File: config.mk
export PLATFORM = sky130hd
export DESIGN_NAME = imu_bias_calibrate_align_top_flat
export DESIGN_NICKNAME = d
export VERILOG_FILES = /design/src/rtl/ibca_pkg.sv /design/src/rtl/ibca_if.sv /design/src/rtl/ibca_div.sv /design/src/rtl/ibca_datapath.sv /design/src/rtl/ibca_ctrl.sv /design/src/rtl/imu_bias_calibrate_align_top.sv /design/src/flat_wrapper.sv
export VERILOG_INCLUDE_DIRS = /design/src /design/src/rtl
export SDC_FILE = /design/constraint.sdc
export NUM_CORES = 2
export LEC_CHECK = 0
export ABC_AREA = 1
export BUFFER_PORTS_ARGS = -buffer_cell sky130_fd_sc_hd__buf_2
export CAP_MARGIN = 20
export CORE_MARGIN = 4
export CORE_UTILIZATION = 30
export DETAILED_ROUTE_END_ITERATION = 10
export PLACE_DENSITY = 0.57
export SYNTH_ARGS = -nofsm -noshare
export SYNTH_HDL_FRONTEND = slang
export SYNTH_HIERARCHICAL = 1
export SYNTH_SLANG_ARGS = --single-unit
export TNS_END_PERCENT = 100
File: constraint.sdc
create_clock -name clk_i -period 4.6 [get_ports clk_i]
set_clock_uncertainty 0.2 [all_clocks]
set_input_delay 0.46 -clock clk_i [delete_from_list [all_inputs] [get_ports clk_i]]
set_output_delay 0.46 -clock clk_i [all_outputs]
set_load 0.03 [all_outputs]
File: src/rtl/assert_macros.svh
// Assertion macros shared by the RTL files.
`ifndef ASSERT_MACROS_SVH
`define ASSERT_MACROS_SVH
`ifndef SYNTHESIS
`define IBCA_ASSERT(lbl, prop, msg) \
  lbl: assert property (@(posedge clk_i) disable iff (!rst_ni) prop) else $error(msg);
`define IBCA_ASSERT_ALWAYS(lbl, prop, msg) \
  lbl: assert property (@(posedge clk_i) prop) else $error(msg);
`else
`define IBCA_ASSERT(lbl, prop, msg)
`define IBCA_ASSERT_ALWAYS(lbl, prop, msg)
`endif
`endif

File: src/rtl/ibca_pkg.sv
// Types, constants and register codes of the IMU bias calibration block.
`default_nettype none

package ibca_pkg;

  localparam int unsigned Axes     = 6;
  localparam int unsigned AxisW    = 16;
  localparam int unsigned SumW     = 32;
  localparam int unsigned CntW     = 16;
  localparam int unsigned GravW    = 15;
  localparam int unsigned CfgIdxW  = 1;
  localparam int unsigned CfgDataW = 16;
  localparam int unsigned AxisIdxW = $clog2(Axes);
  localparam int unsigned DivStepW = $clog2(SumW);

  localparam logic [AxisIdxW-1:0] LastAxis = AxisIdxW'(Axes - 1);

  localparam logic [CfgIdxW-1:0] RegSampleCount   = 1'b0;
  localparam logic [CfgIdxW-1:0] RegGravityOffset = 1'b1;

  localparam logic [CntW-1:0]  SampleCountRst = 16'd100;
  localparam logic [GravW-1:0] GravOffsetRst  = 15'd1025;

  localparam logic FuncCalib = 1'b0;
  localparam logic FuncMeas  = 1'b1;

  typedef struct packed {
    logic              func;
    logic signed [15:0] raw_gyro_x;
    logic signed [15:0] raw_gyro_y;
    logic signed [15:0] raw_gyro_z;
    logic signed [15:0] raw_accel_x;
    logic signed [15:0] raw_accel_y;
    logic signed [15:0] raw_accel_z;
  } in_item_t;

  typedef struct packed {
    logic              calib_done;
    logic signed [15:0] body_gyro_x;
    logic signed [15:0] body_gyro_y;
    logic signed [15:0] body_gyro_z;
    logic signed [15:0] body_accel_x;
    logic signed [15:0] body_accel_y;
    logic signed [15:0] body_accel_z;
  } out_item_t;

  typedef enum logic [1:0] {
    ST_IDLE,
    ST_DIV_LOAD,
    ST_DIV_RUN,
    ST_DONE
  } ctrl_state_e;

  typedef struct packed {
    logic acc;
    logic meas;
    logic div_start;
    logic bias_store;
    logic done_load;
  } dp_cmd_t;

  typedef struct packed {
    logic last_sample;
    logic out_free;
    logic div_busy;
    logic div_done;
    logic idx_last;
  } dp_sts_t;

endpackage

`default_nettype wire

File: src/rtl/ibca_if.sv
// Valid/ready channel interfaces for input and result items.
`default_nettype none

interface ibca_in_if import ibca_pkg::*; ();
  logic     valid;
  logic     ready;
  in_item_t data;

  modport source (output valid, output data, input ready);
  modport sink   (input valid, input data, output ready);
endinterface

interface ibca_out_if import ibca_pkg::*; ();
  logic      valid;
  logic      ready;
  out_item_t data;

  modport source (output valid, output data, input ready);
  modport sink   (input valid, input data, output ready);
endinterface

`default_nettype wire

File: src/rtl/ibca_div.sv
// Restoring divider, one quotient bit per cycle, unsigned sum by sample count.
`default_nettype none

module ibca_div import ibca_pkg::*; (
  input  logic            clk_i,
  input  logic            rst_ni,
  input  logic            start_i,
  input  logic [SumW-1:0] dividend_i,
  input  logic [CntW-1:0] divisor_i,
  output logic            busy_o,
  output logic            done_o,
  output logic [SumW-1:0] quot_o
);

  logic [CntW-1:0]     rem_q, rem_d;
  logic [SumW-1:0]     quot_q, quot_d;
  logic [CntW-1:0]     dvsr_q;
  logic [DivStepW-1:0] step_q, step_d;
  logic                busy_q, busy_d;
  logic                done_q, done_d;
  logic [CntW:0]       trial;
  logic                fits;

  assign trial = {rem_q, quot_q[SumW-1]} - {1'b0, dvsr_q};
  assign fits  = ~trial[CntW];

  always_comb begin
    rem_d  = rem_q;
    quot_d = quot_q;
    step_d = step_q;
    busy_d = busy_q;
    done_d = 1'b0;
    if (start_i) begin
      rem_d  = '0;
      quot_d = dividend_i;
      step_d = '0;
      busy_d = 1'b1;
    end else if (busy_q) begin
      // remainder stays below the divisor, so the shifted-out bit is zero
      rem_d  = fits ? trial[CntW-1:0] : {rem_q[CntW-2:0], quot_q[SumW-1]};
      quot_d = {quot_q[SumW-2:0], fits};
      step_d = step_q + 1'b1;
      if (step_q == DivStepW'(SumW - 1)) begin
        busy_d = 1'b0;
        done_d = 1'b1;
      end
    end
  end

  always_ff @(posedge clk_i or negedge rst_ni) begin
    if (!rst_ni) begin
      step_q <= '0;
      busy_q <= 1'b0;
      done_q <= 1'b0;
    end else begin
      step_q <= step_d;
      busy_q <= busy_d;
      done_q <= done_d;
    end
  end

  always_ff @(posedge clk_i) begin
    rem_q  <= rem_d;
    quot_q <= quot_d;
    if (start_i) begin
      dvsr_q <= divisor_i;
    end
  end

  assign busy_o = busy_q;
  assign done_o = done_q;
  assign quot_o = quot_q;

endmodule

`default_nettype wire

File: src/rtl/ibca_datapath.sv
// Datapath: config registers, sums, biases, divider and output register.
`default_nettype none

module ibca_datapath import ibca_pkg::*; (
  input  logic                clk_i,
  input  logic                rst_ni,
  input  logic                cfg_we_i,
  input  logic [CfgIdxW-1:0]  cfg_idx_i,
  input  logic [CfgDataW-1:0] cfg_data_i,
  input  in_item_t            in_data_i,
  input  logic                out_ready_i,
  output logic                out_valid_o,
  output out_item_t           out_data_o,
  input  dp_cmd_t             cmd_i,
  output dp_sts_t             sts_o
);

  logic [CntW-1:0]     sample_count_q;
  logic [GravW-1:0]    grav_q;
  logic [SumW-1:0]     sums_q [Axes];
  logic [AxisW-1:0]    bias_q [Axes];
  logic [CntW-1:0]     cnt_q;
  logic [AxisIdxW-1:0] idx_q;
  logic                sign_q;
  logic                out_valid_q;
  out_item_t           out_q;

  logic [AxisW-1:0] raw [Axes];
  logic [AxisW-1:0] d   [Axes];
  logic [CntW-1:0]  taken;
  logic [CntW-1:0]  target;
  logic [SumW-1:0]  sum_sel;
  logic [SumW-1:0]  sum_mag;
  logic [SumW-1:0]  quot;
  logic [AxisW-1:0] bias_val;
  logic             div_busy;
  logic             div_done;

  assign raw[0] = in_data_i.raw_gyro_x;
  assign raw[1] = in_data_i.raw_gyro_y;
  assign raw[2] = in_data_i.raw_gyro_z;
  assign raw[3] = in_data_i.raw_accel_x;
  assign raw[4] = in_data_i.raw_accel_y;
  assign raw[5] = in_data_i.raw_accel_z;

  always_comb begin
    for (int i = 0; i < Axes; i++) begin
      d[i] = raw[i] - bias_q[i];
    end
  end

  // a sample count of zero behaves as one
  assign taken  = cnt_q + 1'b1;
  assign target = (sample_count_q == '0) ? CntW'(1) : sample_count_q;

  assign sum_sel  = sums_q[idx_q];
  assign sum_mag  = sum_sel[SumW-1] ? (SumW'(0) - sum_sel) : sum_sel;
  assign bias_val = sign_q ? (AxisW'(0) - quot[AxisW-1:0]) : quot[AxisW-1:0];

  ibca_div u_div (
    .clk_i      (clk_i),
    .rst_ni     (rst_ni),
    .start_i    (cmd_i.div_start),
    .dividend_i (sum_mag),
    .divisor_i  (cnt_q),
    .busy_o     (div_busy),
    .done_o     (div_done),
    .quot_o     (quot)
  );

  always_ff @(posedge clk_i or negedge rst_ni) begin
    if (!rst_ni) begin
      sample_count_q <= SampleCountRst;
      grav_q         <= GravOffsetRst;
    end else if (cfg_we_i) begin
      case (cfg_idx_i)
        RegSampleCount:   sample_count_q <= cfg_data_i;
        RegGravityOffset: grav_q         <= cfg_data_i[GravW-1:0];
        default: ;
      endcase
    end
  end

  always_ff @(posedge clk_i or negedge rst_ni) begin
    if (!rst_ni) begin
      for (int i = 0; i < Axes; i++) begin
        sums_q[i] <= '0;
        bias_q[i] <= '0;
      end
      cnt_q  <= '0;
      idx_q  <= '0;
      sign_q <= 1'b0;
    end else begin
      if (cmd_i.acc) begin
        for (int i = 0; i < Axes; i++) begin
          sums_q[i] <= sums_q[i] + {{(SumW-AxisW){raw[i][AxisW-1]}}, raw[i]};
        end
        cnt_q <= taken;
        idx_q <= '0;
      end
      if (cmd_i.div_start) begin
        sign_q <= sum_sel[SumW-1];
      end
      if (cmd_i.bias_store) begin
        bias_q[idx_q] <= bias_val;
        sums_q[idx_q] <= '0;
        idx_q         <= idx_q + 1'b1;
      end
      if (cmd_i.done_load) begin
        cnt_q <= '0;
      end
    end
  end

  always_ff @(posedge clk_i or negedge rst_ni) begin
    if (!rst_ni) begin
      out_valid_q <= 1'b0;
    end else if (cmd_i.meas || cmd_i.done_load) begin
      out_valid_q <= 1'b1;
    end else if (out_ready_i) begin
      out_valid_q <= 1'b0;
    end
  end

  always_ff @(posedge clk_i) begin
    if (cmd_i.meas) begin
      out_q.calib_done   <= 1'b0;
      out_q.body_gyro_x  <= d[1];
      out_q.body_gyro_y  <= d[0];
      out_q.body_gyro_z  <= AxisW'(0) - d[2];
      out_q.body_accel_x <= d[4] + {1'b0, grav_q};
      out_q.body_accel_y <= d[3];
      out_q.body_accel_z <= AxisW'(0) - d[5];
    end else if (cmd_i.done_load) begin
      // done flag set, all body axes zero
      out_q <= {1'b1, {($bits(out_item_t)-1){1'b0}}};
    end
  end

  assign out_valid_o = out_valid_q;
  assign out_data_o  = out_q;

  assign sts_o.last_sample = (taken >= target);
  assign sts_o.out_free    = ~out_valid_q | out_ready_i;
  assign sts_o.div_busy    = div_busy;
  assign sts_o.div_done    = div_done;
  assign sts_o.idx_last    = (idx_q == LastAxis);

endmodule

`default_nettype wire

File: src/rtl/ibca_ctrl.sv
// Controller: accepts items and sequences the six bias divisions.
`default_nettype none

`include "assert_macros.svh"

module ibca_ctrl import ibca_pkg::*; (
  input  logic    clk_i,
  input  logic    rst_ni,
  input  logic    in_valid_i,
  input  logic    in_func_i,
  output logic    in_ready_o,
  output dp_cmd_t cmd_o,
  input  dp_sts_t sts_i
);

  ctrl_state_e state_q, state_d;

  always_ff @(posedge clk_i or negedge rst_ni) begin
    if (!rst_ni) begin
      state_q <= ST_IDLE;
    end else begin
      state_q <= state_d;
    end
  end

  always_comb begin
    state_d    = state_q;
    in_ready_o = 1'b0;
    cmd_o      = '0;
    case (state_q)
      ST_IDLE: begin
        // output slot must be free so a measurement request can land
        in_ready_o = sts_i.out_free;
        if (in_valid_i && sts_i.out_free) begin
          if (in_func_i == FuncMeas) begin
            cmd_o.meas = 1'b1;
          end else begin
            cmd_o.acc = 1'b1;
            if (sts_i.last_sample) begin
              state_d = ST_DIV_LOAD;
            end
          end
        end
      end
      ST_DIV_LOAD: begin
        cmd_o.div_start = 1'b1;
        state_d         = ST_DIV_RUN;
      end
      ST_DIV_RUN: begin
        if (sts_i.div_done) begin
          cmd_o.bias_store = 1'b1;
          state_d          = sts_i.idx_last ? ST_DONE : ST_DIV_LOAD;
        end
      end
      ST_DONE: begin
        if (sts_i.out_free) begin
          cmd_o.done_load = 1'b1;
          state_d         = ST_IDLE;
        end
      end
      default: state_d = ST_IDLE;
    endcase
  end

  `IBCA_ASSERT(a_div_start_busy, cmd_o.div_start |=> sts_i.div_busy, "divider not busy after start")
  `IBCA_ASSERT(a_busy_in_run, sts_i.div_busy |-> state_q == ST_DIV_RUN, "divider busy outside run")
  `IBCA_ASSERT_ALWAYS(a_load_free, (cmd_o.done_load || cmd_o.meas) |-> sts_i.out_free, "output overwritten")

endmodule

`default_nettype wire

File: src/rtl/imu_bias_calibrate_align_top.sv
// Top level: IMU bias calibration and axis alignment.
// Measurement request: result registered the cycle after accept; one item per cycle
// if the output is free. Calibration request not finishing a run: no result.
// Finishing request: six serial divisions on the shared restoring divider, each axis
// loaded, divided and stored in turn, then the done result once the output is free.
// Reset clears sums, count, biases and output valid and loads the register defaults.
`default_nettype none

`include "assert_macros.svh"

module imu_bias_calibrate_align_top import ibca_pkg::*; (
  input  logic                clk_i,
  input  logic                rst_ni,
  input  logic                cfg_we_i,
  input  logic [CfgIdxW-1:0]  cfg_idx_i,
  input  logic [CfgDataW-1:0] cfg_data_i,
  ibca_in_if.sink             in_i,
  ibca_out_if.source          out_o
);

  dp_cmd_t cmd;
  dp_sts_t sts;
  logic    in_ready;
  logic    final_req;

  ibca_ctrl u_ctrl (
    .clk_i      (clk_i),
    .rst_ni     (rst_ni),
    .in_valid_i (in_i.valid),
    .in_func_i  (in_i.data.func),
    .in_ready_o (in_ready),
    .cmd_o      (cmd),
    .sts_i      (sts)
  );

  ibca_datapath u_datapath (
    .clk_i       (clk_i),
    .rst_ni      (rst_ni),
    .cfg_we_i    (cfg_we_i),
    .cfg_idx_i   (cfg_idx_i),
    .cfg_data_i  (cfg_data_i),
    .in_data_i   (in_i.data),
    .out_ready_i (out_o.ready),
    .out_valid_o (out_o.valid),
    .out_data_o  (out_o.data),
    .cmd_i       (cmd),
    .sts_o       (sts)
  );

  assign in_i.ready = in_ready;

  assign final_req = in_i.valid && in_ready && (in_i.data.func == FuncCalib) && sts.last_sample;

  // a finishing calibration request blocks further input until the biases are in
  `IBCA_ASSERT(a_final_blocks, final_req |=> !in_ready, "input taken during division")

endmodule

`default_nettype wire

File: src/flat_wrapper.sv
// flat-port wrapper written by rule: the top's interface ports become plain ports
module imu_bias_calibrate_align_top_flat import ibca_pkg::*;
  (clk_i, rst_ni, cfg_we_i, cfg_idx_i, cfg_data_i, in_i_valid, in_i_data, in_i_ready, out_o_valid, out_o_data, out_o_ready);
  ibca_in_if in_i_i ();
  ibca_out_if out_o_i ();
  input  logic clk_i;
  input  logic rst_ni;
  input  logic cfg_we_i;
  input  logic [CfgIdxW-1:0] cfg_idx_i;
  input  logic [CfgDataW-1:0] cfg_data_i;
  input wire logic [$bits(in_i_i.valid)-1:0] in_i_valid;
  input wire logic [$bits(in_i_i.data)-1:0] in_i_data;
  output wire logic [$bits(in_i_i.ready)-1:0] in_i_ready;
  output wire logic [$bits(out_o_i.valid)-1:0] out_o_valid;
  output wire logic [$bits(out_o_i.data)-1:0] out_o_data;
  input wire logic [$bits(out_o_i.ready)-1:0] out_o_ready;
  assign in_i_i.valid = in_i_valid;
  assign in_i_i.data = in_i_data;
  assign in_i_ready = in_i_i.ready;
  assign out_o_valid = out_o_i.valid;
  assign out_o_data = out_o_i.data;
  assign out_o_i.ready = out_o_ready;
  imu_bias_calibrate_align_top u_core (.clk_i(clk_i), .rst_ni(rst_ni), .cfg_we_i(cfg_we_i), .cfg_idx_i(cfg_idx_i), .cfg_data_i(cfg_data_i), .in_i(in_i_i), .out_o(out_o_i));
endmodule
==> results.md <==
- The endpoint arrival time on the critical path is 4.28 ns.
- The maximum cell stage delay along the critical path is 0.54 ns.
- The detailed-route vias per instance is 4.94.
- The post-route non-filler standard cell count is 8110.
- The clock latency reported for the late side of the worst-skew pair is 0.67 ns.
- The worst setup path is captured at a flip-flop.
- The TritonCTS clock tree is built.
- Pin placement for this block handled approximately 220 I/O pins.
- For this block, the via count after detailed routing is 40000.
- The post-synthesis net count is 6524.
- The count of routing violations after the opening detailed-route iteration is around 3100.
- The via count of the first global-routing pass was 37900.
- The register-to-register setup slack is 0.69 ns.
- Tracing the worst setup path back leads to its startpoint at u_core/u_datapath/cnt_q[2].
- The clock buffer count from CTS is 67.
- STA classifies the critical path startpoint as a flip-flop.
- The run finished with clean final reports.
- The clock passes through at most 3 buffers.
- The final weighted congestion in routability-driven placement is about 0.93.
- The headroom to the max-slew limit is 0.295.
- The kind of cell adding the most delay to the critical path is simple AND/OR/NAND/NOR gates.
- Before CTS, the worst setup slack after placement is 1.16 ns.
- The number of sinks driven by the clock tree is 510.
- The worst-margin pin slew is 1.06 ns.
- The detail route stage leaves a number of antenna-violating nets equal to 0.
- The per-cell routed wire length is 18.5 um.
- The clock slew at the register clock pins of the worst setup and hold paths is 0.06 ns.
- The initial utilization of the core area, before any placement, comes to 0.304.
- The number of DRC violations after detailed routing is 0.
- The number of buffers and inverters on the critical path is 4.
- The floorplan step defined a core boundary enclosing roughly 140000 sq um.
- For this run, the total global-route usage over all layers was measured as 0.204.
- Setup violations remaining at the end of the flow were counted as 0.
- From left edge to right edge, the die measures 379 um.
- The overflow left after global routing is 0.
- Wires add up to approximately 150 mm.
- The count of hold-fix buffers inserted at cts is 22.
- Detailed placement finished with a half-perimeter wire length of about 120 mm.
- In the final timing run, aggregate negative setup slack is 0 ns.
- STA puts the critical path data required time at just under 5 ns.
- Dividing the synthesized area by the synthesized cell count gives about 6.8 sq um.
- The number of gates resized after cts is 0.
- The tool flagged a number of max-cap violations equal to 0.
- The die covers 144000 sq um.
- The launch instance of the worst min-delay path is in_i_data[48].
- In the final layout, the share of cells above drive strength 1 is 0.0721.
- The number of hold-slack violations in the final timing report is 0.
- The number of antenna violations at the first check in global routing is 12.
- The first detailed-routing pass ran for 6 iterations.
- The final layout contains between 6000 and 7000 nets.
- The share of the clock period used by the worst path is 0.851.
- Setup repair after global routing left no endpoint under its margin.
- The number of pins with negative max-slew slack in the final report is 0.
- The synthesized netlist occupies a cell area of ~41000 sq um.
- The first global-routing pass estimated 227 mm of wire.
- The number of buffers added on ports is 217.
- The die outline height is 379 um.
- The routed design could run at a clock period as short as 3.91 ns.
- The worst path meets setup with 0.687 ns of slack.
- The type of the worst setup path is reg2reg.
- The post-placement cell count is 7960.
- The total power divided by cell area is 265 nW/um^2.
- The H-tree was split into 3 levels.
- For this design the static power due to leakage is 23.1 nW.
- In this run the clock root is driven by a clkbuf_16.
- Of all nets on the critical path, the largest fanout is 4.
- The worst-case IR drop observed on VDD is between 0.0002 and 0.00025 V.
- On the critical path, the stage with the largest delay is an instance of dlygate4sd3_1.
- The total power is 12.5 mW.
- Walking the worst path, the cells encountered are inv_1, nor3_2, nand3_1, nor3_2, nand3_1, nor2_1, nand2_1, nand2_1, inv_1, ha_1, inv_1, nor3_1, a211o_1, a21oi_1, o21bai_1, nand3_1, nand2_1, nand3_1, dlygate4sd3_1, nand2_1.
- The tightest min-delay check is of the in2reg type.
- The filler cell count is 14800.
- Compared with the post-synthesis result, the final layout area differs by 13.7%.
- The initialized floorplan defines 135 standard-cell rows.
- The number of buffers added for setup after CTS is 0.
- Static timing analysis puts the maximum clock frequency at about 0.26 GHz.
- The synthesis warning total is 6.
- After technology mapping, the gate count stands at around 6100.
- The reg-to-reg startpoint is u_core/u_datapath/cnt_q[2].
- Entering global routing, the biggest net connects 176 pins.
-- power breakdown --
group | total (mW) | internal (mW) | switching (mW)
Clock | 5.47 | 3.19 | 2.28
Combinational | 2.19 | 0.736 | 1.45
Sequential | 4.81 | 4.73 | 0.0763
-- worst reg2reg max path, cell delays in order, from the launching register on --
cell and delay, ns:
dfrtp_1 0.39, inv_1 0.08, nor3_2 0.24, nand3_1 0.20, nor3_2 0.25, nand3_1 0.16, nor2_1 0.20, nand2_1 0.08
nand2_1 0.10, inv_1 0.05, ha_1 0.30, inv_1 0.08, nor3_1 0.05, a211o_1 0.22, a21oi_1 0.20, o21bai_1 0.13
nand3_1 0.12, nand2_1 0.08, nand3_1 0.08, dlygate4sd3_1 0.54, nand2_1 0.05
-- placed cells by master (no fill, tap or decap), types with 17 or more instances in the layout --
master / n
a21oi_1: 548
nor2_1: 499
ha_1: 316
o21bai_1: 65
inv_1: 1001
nand3b_1: 23
o21a_1: 49
buf_2: 216
clkbuf_16: 69
a211oi_1: 20
nand2_1: 1585
xor2_1: 80
nor4_1: 17
fa_1: 27
dlygate4sd3_1: 22
nor3_1: 71
dfrtp_1: 343
or2_2: 23
nand3_1: 420
edfxtp_1: 144
xnor2_1: 35
o21ai_0: 408
buf_4: 34
a21o_1: 26
nand4_1: 44
o211ai_1: 25
dfxtp_1: 17
-- per-stage QoR --
stage | cell area (sq um) | utilization | hold WS, ns
after floorplan | 41400 | - | -0.0356
after global placement | 44500 | 0.327 | 0.258
after detailed placement | 44500 | 0.327 | 0.266
after CTS | 47000 | 0.345 | 0.0356
after global routing | 47000 | 0.345 | 0.0684
final | 47000 | 0.345 | 0.0938
-- final timing paths --
kind	to	cells after the start
setup / recovery	u_core/u_ctrl/state_q[1]	20
hold / removal	u_core/u_datapath/out_data_o[48]	3
setup reg to reg	u_core/u_ctrl/state_q[1]	20
hold reg to reg	u_core/u_datapath/u_div/rem_q[11]	2
max in group asynchronous	u_core/u_datapath/bias_q[0]	3
min in group asynchronous	u_core/u_datapath/sums_q[157]	2
-- layout make-up --
| class | instances | area, sq um | share of cell area |
|---|---|---|---|
| diodes | 4 | 10.0 | 0.000213 |
| well taps | 1781 | 2230 | 0.0474 |
| inverters | 1013 | 3810 | 0.0810 |
| clock buffers | 90 | 1880 | 0.0399 |
| flip-flops and latches | 510 | 13400 | 0.285 |
| repair buffers | 281 | 1730 | 0.0369 |
| multi-input cells | 4398 | 23600 | 0.501 |
| clock inverters | 33 | 385 | 0.00820 |
-- registers in the layout, summed over array words and instances (netlist names) --
| register | count |
|---|---|
| u_core/u_datapath/sums_q | 192 |
| u_core/u_datapath/out_data_o | 97 |
| u_core/u_datapath/bias_q | 96 |
| u_core/u_datapath/u_div/quot_o | 32 |
| u_core/u_datapath/cnt_q | 16 |
| u_core/u_datapath/sample_count_q | 16 |
| u_core/u_datapath/u_div/dvsr_q | 16 |
| u_core/u_datapath/u_div/rem_q | 16 |
| u_core/u_datapath/grav_q | 15 |
| u_core/u_datapath/u_div/step_q | 5 |
| u_core/u_datapath/idx_q | 3 |
| u_core/u_ctrl/state_q | 2 |
| u_core/u_datapath/out_valid_o | 1 |
| u_core/u_datapath/sign_q | 1 |
| u_core/u_datapath/u_div/busy_o | 1 |
| u_core/u_datapath/u_div/done_o | 1 |
-- metal layers --
layer	track usage	vias up	wire length, um
met1	0.274	18700	68400
met3	0.0299	223	7780
met2	0.332	1021	68200
li1	-	20100	-
met5	0	-	41
met4	0.0791	6	5670
(Power assumes the default switching activity.)
